<file path="src/hw/rtl/prt_pkg.sv">
package prt_pkg;

   localparam int TABLE_DEPTH = 32;
   localparam int IDX_W       = $clog2(TABLE_DEPTH);
   localparam int CNT_W       = IDX_W + 1;
   localparam int MAX_ACTIONS = 16;
   localparam int ACT_W       = $clog2(MAX_ACTIONS);
   localparam int MAX_STATES  = 1024;
   localparam int STATE_W     = $clog2(MAX_STATES);
   localparam int MOD_W       = STATE_W + 1;
   localparam int ADDR_W      = 64;
   localparam int PC_W        = 64;
   localparam int REWARD_W    = 16;
   localparam int LIMIT_W     = 6;

   // remainder unit: 32 dividend bits, 8 per cycle
   localparam int DVD_W       = 32;
   localparam int DIV_BITS    = 8;
   localparam int DIV_STEPS   = DVD_W / DIV_BITS;
   localparam int DIV_CNT_W   = $clog2(DIV_STEPS);

   localparam int CSR_IDX_W   = 3;
   localparam int CSR_DATA_W  = 16;

   typedef enum logic [CSR_IDX_W-1:0] {
      CSR_TABLE_LIMIT = 3'd0,
      CSR_STATE_MODE  = 3'd1,
      CSR_STATE_COUNT = 3'd2,
      CSR_REWARD_HIT  = 3'd3,
      CSR_REWARD_MISS = 3'd4
   } csr_index_type;

   localparam logic KIND_DEMAND = 1'b0;
   localparam logic KIND_TRACK  = 1'b1;

   typedef struct packed {
      logic capture;   // take request word, start remainder unit
      logic search;    // compare address against held entries
      logic commit;    // update table, load response register
   } cmd_type;

   typedef struct packed {
      logic div_last;  // remainder unit in its final step
      logic out_free;  // response register can take a word
   } status_type;

endpackage

</file>
<file path="src/hw/rtl/prt_mod_unit.sv">
module prt_mod_unit
   import prt_pkg::*;
(
   input  logic               clock,
   input  logic               reset,
   input  logic               start,
   input  logic [DVD_W-1:0]   dividend,
   input  logic [MOD_W-1:0]   modulus,
   output logic               last,
   output logic [STATE_W-1:0] remainder
);

   logic [DVD_W-1:0]     dvd_ff, dvd_in;
   logic [STATE_W-1:0]   rem_ff, rem_in;
   logic [DIV_CNT_W-1:0] cnt_ff;
   logic                 busy_ff;

   // restoring remainder, DIV_BITS bits per cycle
   always_comb begin
      logic [MOD_W-1:0] r;
      logic [DVD_W-1:0] d;
      r = {1'b0, rem_ff};
      d = dvd_ff;
      for (int k = 0; k < DIV_BITS; k++) begin
         r = {r[STATE_W-1:0], d[DVD_W-1]};
         d = {d[DVD_W-2:0], 1'b0};
         if (r >= modulus) begin
            r = r - modulus;
         end
      end
      rem_in = r[STATE_W-1:0];
      dvd_in = d;
   end

   always_ff @(posedge clock) begin
      if (reset) begin
         busy_ff <= 1'b0;
         cnt_ff  <= '0;
      end else if (start) begin
         busy_ff <= 1'b1;
         cnt_ff  <= '0;
      end else if (busy_ff) begin
         cnt_ff <= cnt_ff + 1'b1;
         if (last) begin
            busy_ff <= 1'b0;
         end
      end
   end

   always_ff @(posedge clock) begin
      if (start) begin
         dvd_ff <= dividend;
         rem_ff <= '0;
      end else if (busy_ff) begin
         dvd_ff <= dvd_in;
         rem_ff <= rem_in;
      end
   end

   assign last      = busy_ff && (cnt_ff == DIV_CNT_W'(DIV_STEPS - 1));
   assign remainder = rem_ff;

endmodule

</file>
<file path="src/hw/rtl/prt_dpath.sv">
module prt_dpath
   import prt_pkg::*;
(
   input  logic                  clock,
   input  logic                  reset,
   input  cmd_type               cmd,
   output status_type            status,
   input  logic                  req_kind,
   input  logic [ADDR_W-1:0]     req_address,
   input  logic [PC_W-1:0]       req_pc,
   input  logic [ACT_W-1:0]      req_action_index,
   input  logic                  csr_we,
   input  logic [CSR_IDX_W-1:0]  csr_index,
   input  logic [CSR_DATA_W-1:0] csr_wdata,
   output logic                  rsp_valid,
   input  logic                  rsp_ready,
   output logic                  rsp_tracker_hit,
   output logic                  rsp_train_valid,
   output logic [STATE_W-1:0]    rsp_train_state_old,
   output logic [ACT_W-1:0]      rsp_train_action_old,
   output logic signed [REWARD_W-1:0] rsp_train_reward_old,
   output logic [STATE_W-1:0]    rsp_train_state_new,
   output logic [ACT_W-1:0]      rsp_train_action_new
);

   // configuration
   logic [LIMIT_W-1:0]  cfg_limit_ff;
   logic                cfg_mode_ff;
   logic [MOD_W-1:0]    cfg_count_ff;
   logic [REWARD_W-1:0] cfg_hit_ff;
   logic [REWARD_W-1:0] cfg_miss_ff;

   // captured request
   logic                kind_ff;
   logic [ADDR_W-1:0]   addr_ff;
   logic [ACT_W-1:0]    act_ff;

   // table
   logic [ADDR_W-1:0]   ent_addr_ff    [TABLE_DEPTH];
   logic [STATE_W-1:0]  ent_state_ff   [TABLE_DEPTH];
   logic [ACT_W-1:0]    ent_action_ff  [TABLE_DEPTH];
   logic [REWARD_W-1:0] ent_reward_ff  [TABLE_DEPTH];
   logic [TABLE_DEPTH-1:0] ent_rewarded_ff;
   logic [IDX_W-1:0]    head_ff;
   logic [CNT_W-1:0]    count_ff;
   logic [TABLE_DEPTH-1:0] match_ff, match_in;

   // last evicted entry
   logic                victim_valid_ff;
   logic [STATE_W-1:0]  victim_state_ff;
   logic [ACT_W-1:0]    victim_action_ff;
   logic                victim_rewarded_ff;
   logic [REWARD_W-1:0] victim_reward_ff;

   // response register
   logic                rsp_valid_ff;
   logic                rsp_hit_ff, rsp_tv_ff;
   logic [STATE_W-1:0]  rsp_so_ff, rsp_sn_ff;
   logic [ACT_W-1:0]    rsp_ao_ff, rsp_an_ff;
   logic [REWARD_W-1:0] rsp_ro_ff;

   logic [MOD_W-1:0]    modulus;
   logic                div_last;
   logic [STATE_W-1:0]  remainder;
   logic [STATE_W-1:0]  new_state;
   logic                hit;
   logic [IDX_W-1:0]    hit_slot;
   logic [CNT_W-1:0]    limit;
   logic                evict;
   logic                emit;
   logic [IDX_W-1:0]    ins_slot;
   logic [REWARD_W-1:0] old_reward;

   always_comb begin
      if (cfg_count_ff == '0) begin
         modulus = MOD_W'(1);
      end else if (cfg_count_ff > MOD_W'(MAX_STATES)) begin
         modulus = MOD_W'(MAX_STATES);
      end else begin
         modulus = cfg_count_ff;
      end
   end

   prt_mod_unit u_mod (
      .clock     (clock),
      .reset     (reset),
      .start     (cmd.capture),
      .dividend  (req_pc[DVD_W-1:0]),
      .modulus   (modulus),
      .last      (div_last),
      .remainder (remainder)
   );

   // parallel compare against held slots
   always_comb begin
      logic [IDX_W-1:0] off;
      for (int i = 0; i < TABLE_DEPTH; i++) begin
         off = IDX_W'(i) - head_ff;
         match_in[i] = ({1'b0, off} < count_ff) && (ent_addr_ff[i] == addr_ff);
      end
   end

   // held addresses are unique, so the match vector is one-hot or empty
   always_comb begin
      hit_slot = '0;
      for (int i = 0; i < TABLE_DEPTH; i++) begin
         if (match_ff[i]) begin
            hit_slot = hit_slot | IDX_W'(i);
         end
      end
   end

   always_comb begin
      if (cfg_limit_ff == '0) begin
         limit = CNT_W'(1);
      end else if (CNT_W'(cfg_limit_ff) > CNT_W'(TABLE_DEPTH)) begin
         limit = CNT_W'(TABLE_DEPTH);
      end else begin
         limit = CNT_W'(cfg_limit_ff);
      end
   end

   assign hit        = |match_ff;
   assign evict      = (kind_ff == KIND_TRACK) && !hit && (count_ff >= limit);
   assign emit       = evict && victim_valid_ff;
   assign ins_slot   = head_ff + count_ff[IDX_W-1:0];
   assign new_state  = cfg_mode_ff ? remainder : '0;
   assign old_reward = victim_rewarded_ff ? victim_reward_ff : cfg_miss_ff;

   always_ff @(posedge clock) begin
      if (reset) begin
         cfg_limit_ff <= LIMIT_W'(TABLE_DEPTH);
         cfg_mode_ff  <= 1'b1;
         cfg_count_ff <= MOD_W'(MAX_STATES);
         cfg_hit_ff   <= REWARD_W'(1);
         cfg_miss_ff  <= '1;
      end else if (csr_we) begin
         case (csr_index)
            CSR_TABLE_LIMIT: cfg_limit_ff <= csr_wdata[LIMIT_W-1:0];
            CSR_STATE_MODE:  cfg_mode_ff  <= csr_wdata[0];
            CSR_STATE_COUNT: cfg_count_ff <= csr_wdata[MOD_W-1:0];
            CSR_REWARD_HIT:  cfg_hit_ff   <= csr_wdata[REWARD_W-1:0];
            CSR_REWARD_MISS: cfg_miss_ff  <= csr_wdata[REWARD_W-1:0];
            default: ;
         endcase
      end
   end

   always_ff @(posedge clock) begin
      if (cmd.capture) begin
         kind_ff <= req_kind;
         addr_ff <= req_address;
         act_ff  <= req_action_index;
      end
   end

   always_ff @(posedge clock) begin
      if (reset) begin
         match_ff <= '0;
      end else if (cmd.search) begin
         match_ff <= match_in;
      end
   end

   // table payload
   always_ff @(posedge clock) begin
      if (cmd.commit) begin
         if (kind_ff == KIND_DEMAND) begin
            if (hit && !ent_rewarded_ff[hit_slot]) begin
               ent_reward_ff[hit_slot] <= cfg_hit_ff;
            end
         end else if (!hit) begin
            ent_addr_ff[ins_slot]   <= addr_ff;
            ent_state_ff[ins_slot]  <= new_state;
            ent_action_ff[ins_slot] <= act_ff;
         end
      end
   end

   // table control and victim
   always_ff @(posedge clock) begin
      if (reset) begin
         ent_rewarded_ff    <= '0;
         head_ff            <= '0;
         count_ff           <= '0;
         victim_valid_ff    <= 1'b0;
         victim_state_ff    <= '0;
         victim_action_ff   <= '0;
         victim_rewarded_ff <= 1'b0;
         victim_reward_ff   <= '0;
      end else if (cmd.commit) begin
         if (kind_ff == KIND_DEMAND) begin
            if (hit) begin
               ent_rewarded_ff[hit_slot] <= 1'b1;
            end
         end else if (!hit) begin
            ent_rewarded_ff[ins_slot] <= 1'b0;
            if (evict) begin
               victim_valid_ff    <= 1'b1;
               victim_state_ff    <= ent_state_ff[head_ff];
               victim_action_ff   <= ent_action_ff[head_ff];
               victim_rewarded_ff <= ent_rewarded_ff[head_ff];
               victim_reward_ff   <= ent_rewarded_ff[head_ff] ? ent_reward_ff[head_ff] : '0;
               head_ff            <= head_ff + 1'b1;
            end else begin
               count_ff <= count_ff + 1'b1;
            end
         end
      end
   end

   // response register
   always_ff @(posedge clock) begin
      if (reset) begin
         rsp_valid_ff <= 1'b0;
      end else if (cmd.commit) begin
         rsp_valid_ff <= 1'b1;
      end else if (rsp_ready) begin
         rsp_valid_ff <= 1'b0;
      end
   end

   always_ff @(posedge clock) begin
      if (cmd.commit) begin
         rsp_hit_ff <= hit;
         rsp_tv_ff  <= emit;
         rsp_so_ff  <= emit ? victim_state_ff : '0;
         rsp_ao_ff  <= emit ? victim_action_ff : '0;
         rsp_ro_ff  <= emit ? old_reward : '0;
         rsp_sn_ff  <= emit ? ent_state_ff[head_ff] : '0;
         rsp_an_ff  <= emit ? ent_action_ff[head_ff] : '0;
      end
   end

   assign status.div_last = div_last;
   assign status.out_free = !rsp_valid_ff || rsp_ready;

   assign rsp_valid            = rsp_valid_ff;
   assign rsp_tracker_hit      = rsp_hit_ff;
   assign rsp_train_valid      = rsp_tv_ff;
   assign rsp_train_state_old  = rsp_so_ff;
   assign rsp_train_action_old = rsp_ao_ff;
   assign rsp_train_reward_old = rsp_ro_ff;
   assign rsp_train_state_new  = rsp_sn_ff;
   assign rsp_train_action_new = rsp_an_ff;

`ifndef ASSERT_OFF
   a_count_bound: assert property (@(posedge clock) disable iff (reset)
      count_ff <= CNT_W'(TABLE_DEPTH))
      else $error("entry count above table depth");

   a_match_unique: assert property (@(posedge clock) disable iff (reset)
      $countones(match_ff) <= 1)
      else $error("address held in more than one entry");

   a_train_victim: assert property (@(posedge clock) disable iff (reset)
      rsp_valid_ff && rsp_tv_ff |-> victim_valid_ff)
      else $error("training word without a victim");
`endif

endmodule

</file>
<file path="src/hw/rtl/prt_ctrl.sv">
module prt_ctrl
   import prt_pkg::*;
(
   input  logic       clock,
   input  logic       reset,
   input  logic       req_valid,
   output logic       req_ready,
   input  status_type status,
   output cmd_type    cmd
);

   typedef enum logic [1:0] {
      IDLE,
      RUN,
      COMMIT
   } state_type;

   state_type state_ff;
   logic      accept;

   assign req_ready   = (state_ff == IDLE) || ((state_ff == COMMIT) && status.out_free);
   assign accept      = req_valid && req_ready;
   assign cmd.capture = accept;
   assign cmd.search  = (state_ff == RUN);
   assign cmd.commit  = (state_ff == COMMIT) && status.out_free;

   always_ff @(posedge clock) begin
      if (reset) begin
         state_ff <= IDLE;
      end else begin
         case (state_ff)
            IDLE: begin
               if (accept) begin
                  state_ff <= RUN;
               end
            end
            RUN: begin
               if (status.div_last) begin
                  state_ff <= COMMIT;
               end
            end
            COMMIT: begin
               if (status.out_free) begin
                  state_ff <= accept ? RUN : IDLE;
               end
            end
            default: state_ff <= IDLE;
         endcase
      end
   end

`ifndef ASSERT_OFF
   a_commit_after_run: assert property (@(posedge clock) disable iff (reset)
      state_ff == COMMIT |-> $past(state_ff) == RUN || $past(state_ff) == COMMIT)
      else $error("commit entered without a finished remainder");
`endif

endmodule

</file>
<file path="src/hw/rtl/prefetch_reward_tracker_top.sv">
// Each request word is taken, then the remainder unit works through the low 32
// pc bits at 8 bits a cycle while the table is searched, and the table commit
// loads the result word; the commit waits while the response register is still
// held by rsp_ready low. The next request word may be taken in the commit cycle.
// Reset (synchronous, active high): table empty, no victim, response empty,
// configuration back to its defaults.
module prefetch_reward_tracker_top
   import prt_pkg::*;
(
   input  logic                  clock,
   input  logic                  reset,
   // request word
   input  logic                  req_valid,
   output logic                  req_ready,
   input  logic                  req_kind,
   input  logic [ADDR_W-1:0]     req_address,
   input  logic [PC_W-1:0]       req_pc,
   input  logic [ACT_W-1:0]      req_action_index,
   // response word
   output logic                  rsp_valid,
   input  logic                  rsp_ready,
   output logic                  rsp_tracker_hit,
   output logic                  rsp_train_valid,
   output logic [STATE_W-1:0]    rsp_train_state_old,
   output logic [ACT_W-1:0]      rsp_train_action_old,
   output logic signed [REWARD_W-1:0] rsp_train_reward_old,
   output logic [STATE_W-1:0]    rsp_train_state_new,
   output logic [ACT_W-1:0]      rsp_train_action_new,
   // configuration writes
   input  logic                  csr_we,
   input  logic [CSR_IDX_W-1:0]  csr_index,
   input  logic [CSR_DATA_W-1:0] csr_wdata
);

   // The controller sequences each word: take it, search the table while the
   // remainder unit derives the state value, then commit once the response
   // register is free. The next request may be taken in the commit cycle.
   cmd_type    cmd;
   status_type status;

   prt_ctrl u_ctrl (
      .clock     (clock),
      .reset     (reset),
      .req_valid (req_valid),
      .req_ready (req_ready),
      .status    (status),
      .cmd       (cmd)
   );

   // Datapath: FIFO table of tracked addresses (compared in parallel, one
   // registered match vector), victim register, config and response registers.
   prt_dpath u_dpath (
      .clock                (clock),
      .reset                (reset),
      .cmd                  (cmd),
      .status               (status),
      .req_kind             (req_kind),
      .req_address          (req_address),
      .req_pc               (req_pc),
      .req_action_index     (req_action_index),
      .csr_we               (csr_we),
      .csr_index            (csr_index),
      .csr_wdata            (csr_wdata),
      .rsp_valid            (rsp_valid),
      .rsp_ready            (rsp_ready),
      .rsp_tracker_hit      (rsp_tracker_hit),
      .rsp_train_valid      (rsp_train_valid),
      .rsp_train_state_old  (rsp_train_state_old),
      .rsp_train_action_old (rsp_train_action_old),
      .rsp_train_reward_old (rsp_train_reward_old),
      .rsp_train_state_new  (rsp_train_state_new),
      .rsp_train_action_new (rsp_train_action_new)
   );

endmodule
</file>
<file path="config.mk">
export PLATFORM = sky130hd
export DESIGN_NAME = prefetch_reward_tracker_top
export DESIGN_NICKNAME = d
export VERILOG_FILES = /design/src/hw/rtl/prt_pkg.sv /design/src/hw/rtl/prt_mod_unit.sv /design/src/hw/rtl/prt_dpath.sv /design/src/hw/rtl/prt_ctrl.sv /design/src/hw/rtl/prefetch_reward_tracker_top.sv
export SDC_FILE = /design/constraint.sdc
export NUM_CORES = 2
export LEC_CHECK = 0
export BUFFER_PORTS_ARGS = -buffer_cell sky130_fd_sc_hd__buf_2
export CAP_MARGIN = 20
export CORE_ASPECT_RATIO = 1.5
export CORE_UTILIZATION = 45
export DETAILED_ROUTE_END_ITERATION = 10
export GPL_TIMING_DRIVEN = 0
export PLACE_DENSITY = 0.64
export SYNTH_ARGS = -nofsm -noshare
export SYNTH_HDL_FRONTEND = slang
export SYNTH_SLANG_ARGS = --single-unit
</file>
<file path="constraint.sdc">
create_clock -name clock -period 35.9 [get_ports clock]
set_input_delay 3.59 -clock clock [delete_from_list [all_inputs] [get_ports clock]]
set_output_delay 3.59 -clock clock [all_outputs]
set_load 0.02 [all_outputs]
</file>
==> qor.json <==
{
  "filler_cell_count": {"value": 24300},
  "postSynth.asyncResetShare": {"value": 0, "unit": "%"},
  "die_height": {"value": 686, "unit": "um"},
  "design.core.area": {"value": 309000, "unit": "um2"},
  "r2r_start": {"value": "u_dpath.cfg_count_ff[10]"},
  "cts_hold_repair.buffers": {"value": 0},
  "route.vias.total": {"value": 85900},
  "mappedNetlistArea": {"value": 140000, "unit": "um2"},
  "drt_iter0_markers": {"value": 12800},
  "ios": {"value": 205},
  "cts-resized-gates": {"value": 0},
  "timing.reg2reg.setup_slack": {"value": 15100, "unit": "ps"},
  "fin_skew": {"value": 55.6, "unit": "ps"},
  "drc_errors": {"value": 0},
  "sequential_cell_area_in_the_final_layout": {"value": 98300, "unit": "um2"},
  "critical_path_peak_fanout": {"value": 16},
  "synth_edf_count": {"value": 3155},
  "p_r_area_growth_vs_syn": {"value": 18.4, "unit": "%"},
  "critical_path.most_common_cell": {"value": "sky130_fd_sc_hd__ha_1"},
  "grt_first_pass_wirelength": {"value": 712000, "unit": "um"},
  "antenna_found_initial": {"value": 47},
  "yosysWarningCount": {"value": 0},
  "critical_path.startpoint_type": {"value": "flip-flop"},
  "tritoncts.num_buffers": {"value": 326},
  "post_synth_num_cell_types": {"value": 78},
  "slew_headroom": {"value": 8.72, "unit": "%"},
  "clockBufferDepth": {"value": 4},
  "global_route.usage.total": {"value": 33.8, "unit": "%"},
  "tritoncts": {"value": "yes"},
  "final_period_minus_worst_setup_slack": {"value": 20800, "unit": "ps"},
  "holdPathStages": {"value": 2},
  "tritoncts_num_sinks": {"value": 3333},
  "worstReg2RegEnd": {"value": "u_dpath.u_mod.remainder[7]"},
  "setup_viol": {"value": 0},
  "dominantRegCellSynth": {"value": "sky130_fd_sc_hd__edfxtp_1"},
  "cts-root-buf": {"value": "sky130_fd_sc_hd__clkbuf_16"},
  "layout.nets": {"value": 9762},
  "critical_path_rt": {"value": 36650, "unit": "ps"},
  "final_max_slew_viol_count": {"value": 0},
  "place.gp.congestion": {"value": 0.950},
  "result_of_the_run": {"value": "complete, no violations"},
  "reg2reg_depth": {"value": 70},
  "placed_area": {"value": 155000, "unit": "um2"},
  "synth_seq_cells": {"value": 3333},
  "setup-tns-final": {"value": 0, "unit": "ps"},
  "initial_utilization": {"value": 45.3, "unit": "%"},
  "actual_slew_at_the_worst_max_slew_pin": {"value": 1360, "unit": "ps"},
  "buffer_ports.inserted": {"value": 171},
  "final_hold_viol_count": {"value": 0},
  "worst_setup_path_end_kind": {"value": "flip-flop"},
  "clock_latency": {"value": 930, "unit": "ps"},
  "final_min_period_over_clock_period": {"value": 57.9, "unit": "%"},
  "htree_levels": {"value": 5},
  "syn_avg_cell_area": {"value": 16.5, "unit": "um2"},
  "dieWidth": {"value": 458, "unit": "um"},
  "post-route-cell-area": {"value": 166000, "unit": "um2"},
  "routed_wl": {"value": 537000, "unit": "um"},
  "clk_pin_slew_worst_paths": {"value": 70, "unit": "ps"},
  "multiInputGateArea": {"value": 40300, "unit": "um2"},
  "via_per_inst": {"value": 6.26},
  "finish.cell_count_without_fillers": {"value": 13700},
  "wire_per_inst": {"value": 39.1, "unit": "um"},
  "timing.hold.worst_endpoint": {"value": "u_dpath.match_ff[8]"},
  "first_global_vias": {"value": 83100},
  "dp.final_hpwl": {"value": 386000, "unit": "um"},
  "cts_post_setup_buffers_inserted": {"value": 0},
  "cp_slowest_stage_delay": {"value": 790, "unit": "ps"},
  "hp-class": {"value": "flip-flop to flip-flop"},
  "clock.fmax": {"value": 0.0481, "unit": "GHz"},
  "timing.critical_path.slowest_stage_cell": {"value": "sky130_fd_sc_hd__nand2_1"},
  "drt-pass1-iter-count": {"value": 8},
  "worst_ep_arrival_time": {"value": 21560, "unit": "ps"},
  "synthesis.nets": {"value": 8852},
  "number_of_instances_in_the_placed_design": {"value": 13100},
  "timing_worst_setup_path_type": {"value": "flip-flop to flip-flop"},
  "max_cap_viols": {"value": 0},
  "dieArea": {"value": 314000, "unit": "um2"},
  "finalCoreUtilization": {"value": 53.7, "unit": "%"},
  "placement_rows": {"value": 250},
  "syn_inst_count": {"value": 8514},
  "drtAntennaViolNets": {"value": 0},
  "rsz0062_at_grt": {"value": "false"},
  "hold_start": {"value": "u_dpath.match_ff[8]"},
  "pin_count_of_the_biggest_net_entering_global_routing": {"value": 49},
  "post_route_cells_drive_above_1_share": {"value": 16.6, "unit": "%"},
  "synth.yosys.seq_area_share": {"value": 70.1, "unit": "%"},
  "grt-ovfl-total": {"value": 0}
}
-- sequential cells by signal, indices dropped and copies added, names as in the netlist, 32 cells and up, named ones only --
| signal | flops |
|---|---|
| u_dpath.addr_ff | 64 |
| u_dpath.ent_action_ff | 128 |
| u_dpath.ent_addr_ff | 2048 |
| u_dpath.ent_reward_ff | 512 |
| u_dpath.ent_rewarded_ff | 32 |
| u_dpath.ent_state_ff | 320 |
| u_dpath.match_ff | 32 |
| u_dpath.u_mod.dvd_ff | 32 |
-- logic make-up (layout without fill, tap and decap cells) --
logic type,count (synthesis),after routing,share of synthesized area [%]
compound gates,511,511,2.27
xor+xnor,2130,2130,13.3
fa+ha+maj,181,181,1.67
buf+inv,506,1662,1.37
flops,3333,3333,70.1
mux,408,408,5.78
other cells,0,27,0
simple gates,1445,1445,5.49
-- placed cells by master, fill, tap and decap left out, types with 17 or more instances in the layout --
cell                        instances
sky130_fd_sc_hd__a211oi_1          22
sky130_fd_sc_hd__a21o_1            57
sky130_fd_sc_hd__a21oi_1          174
sky130_fd_sc_hd__and2_1            64
sky130_fd_sc_hd__buf_1             52
sky130_fd_sc_hd__buf_12           112
sky130_fd_sc_hd__buf_16           211
sky130_fd_sc_hd__buf_2            283
sky130_fd_sc_hd__buf_8             58
sky130_fd_sc_hd__bufinv_16         26
sky130_fd_sc_hd__clkbuf_1         251
sky130_fd_sc_hd__clkbuf_16        332
sky130_fd_sc_hd__clkbuf_2          69
sky130_fd_sc_hd__clkinv_1          63
sky130_fd_sc_hd__clkinv_2          48
sky130_fd_sc_hd__dfxtp_1          178
sky130_fd_sc_hd__diode_2           27
sky130_fd_sc_hd__edfxtp_1        3155
sky130_fd_sc_hd__ha_1             171
sky130_fd_sc_hd__inv_1            101
sky130_fd_sc_hd__mux2_2            25
sky130_fd_sc_hd__mux2i_1           65
sky130_fd_sc_hd__mux4_2           317
sky130_fd_sc_hd__nand2_1          346
sky130_fd_sc_hd__nand3_1           59
sky130_fd_sc_hd__nand3b_1          18
sky130_fd_sc_hd__nand4_1          328
sky130_fd_sc_hd__nor2_1           149
sky130_fd_sc_hd__nor2_4            33
sky130_fd_sc_hd__nor2b_1           18
sky130_fd_sc_hd__nor3_1            56
sky130_fd_sc_hd__nor4_1           291
sky130_fd_sc_hd__nor4_2            17
sky130_fd_sc_hd__o2111ai_1         25
sky130_fd_sc_hd__o21a_1            22
sky130_fd_sc_hd__o21ai_0          124
sky130_fd_sc_hd__xnor2_1         1149
sky130_fd_sc_hd__xor2_1           981
-- layer usage --
| metal | global-route usage [%] | vias to the layer above | share of wire [%] |
|---|---|---|---|
| li1 | - | 33900 | - |
| met1 | 37.8 | 43900 | 32 |
| met2 | 55.0 | 6219 | 47 |
| met3 | 7.04 | 1854 | 10 |
| met4 | 29.7 | 12 | 11 |
| met5 | 0 | - | 0.021 |
-- through the flow --
stage / setup WS (ps) / hold slack [ps]
after floorplan: 20120 / 416
after global placement: 15100 / 440
after global routing: 13720 / 469
final: 15100 / 447
after detailed placement: 15130 / 436
after CTS: 15050 / 444
-- Yosys cell counts (all sizes together) (25+ instances only) --
| cell type | count | area (um2) |
|---|---|---|
| xnor2 | 1149 | 10100 |
| mux2 | 25 | 282 |
| edfxtp | 3155 | 94700 |
| nand3 | 59 | 295 |
| nand4 | 329 | 2070 |
| o2111ai | 25 | 219 |
| nor2 | 182 | 683 |
| buf | 151 | 588 |
| a21o | 57 | 428 |
| mux2i | 65 | 651 |
| a21oi | 174 | 871 |
| ha | 171 | 2140 |
| xor2 | 981 | 8590 |
| nor4 | 310 | 1990 |
| nand2 | 346 | 1300 |
| inv | 103 | 387 |
| o21ai | 125 | 626 |
| mux4 | 318 | 7170 |
| nor3 | 58 | 290 |
| dfxtp | 178 | 3560 |
| clkbuf | 252 | 946 |
| and2 | 64 | 400 |
-- critical path: cells and delay by family (launching register included) --
| kind | cells | cell delay [ps] |
|---|---|---|
| AOI/OAI and AO/OA | 34 | 8440 |
| and+or+nand+nor | 10 | 2780 |
| adders and majority gates | 8 | 3140 |
| buffers and inverters | 14 | 4120 |
| muxes | 4 | 1740 |
| DFF | 1 | 340 |
-- final cells by class --
| cell class | count | area share [%] |
|---|---|---|
| Antenna cell | 27 | 0.0407 |
| Timing Repair Buffer | 582 | 6.02 |
| Clock inverter | 168 | 0.948 |
| Buffer | 403 | 1.04 |
| Sequential cell | 3333 | 59.2 |
| Inverter | 103 | 0.233 |
| Tap cell | 4032 | 3.04 |
| Multi-Input combinational cell | 4675 | 24.3 |
| Clock buffer | 406 | 5.20 |
-- worst max path at each step --
stage | slack (ps) | startpoint | to
after floorplan | 20120 | u_dpath.cfg_count_ff[10] | u_dpath.u_mod.remainder[1]
after global placement | 15100 | u_dpath.cfg_count_ff[10] | u_dpath.u_mod.remainder[1]
after detailed placement | 15130 | u_dpath.cfg_count_ff[10] | u_dpath.u_mod.remainder[1]
after CTS | 15050 | u_dpath.cfg_count_ff[10] | u_dpath.u_mod.remainder[1]
after global routing | 13720 | u_dpath.cfg_count_ff[10] | u_dpath.u_mod.remainder[8]
final | 15100 | u_dpath.cfg_count_ff[10] | u_dpath.u_mod.remainder[7]
Power is left out: the tool's default activity adds up to more than one toggle a clock period on the data nets, which glitch-free logic cannot reach.
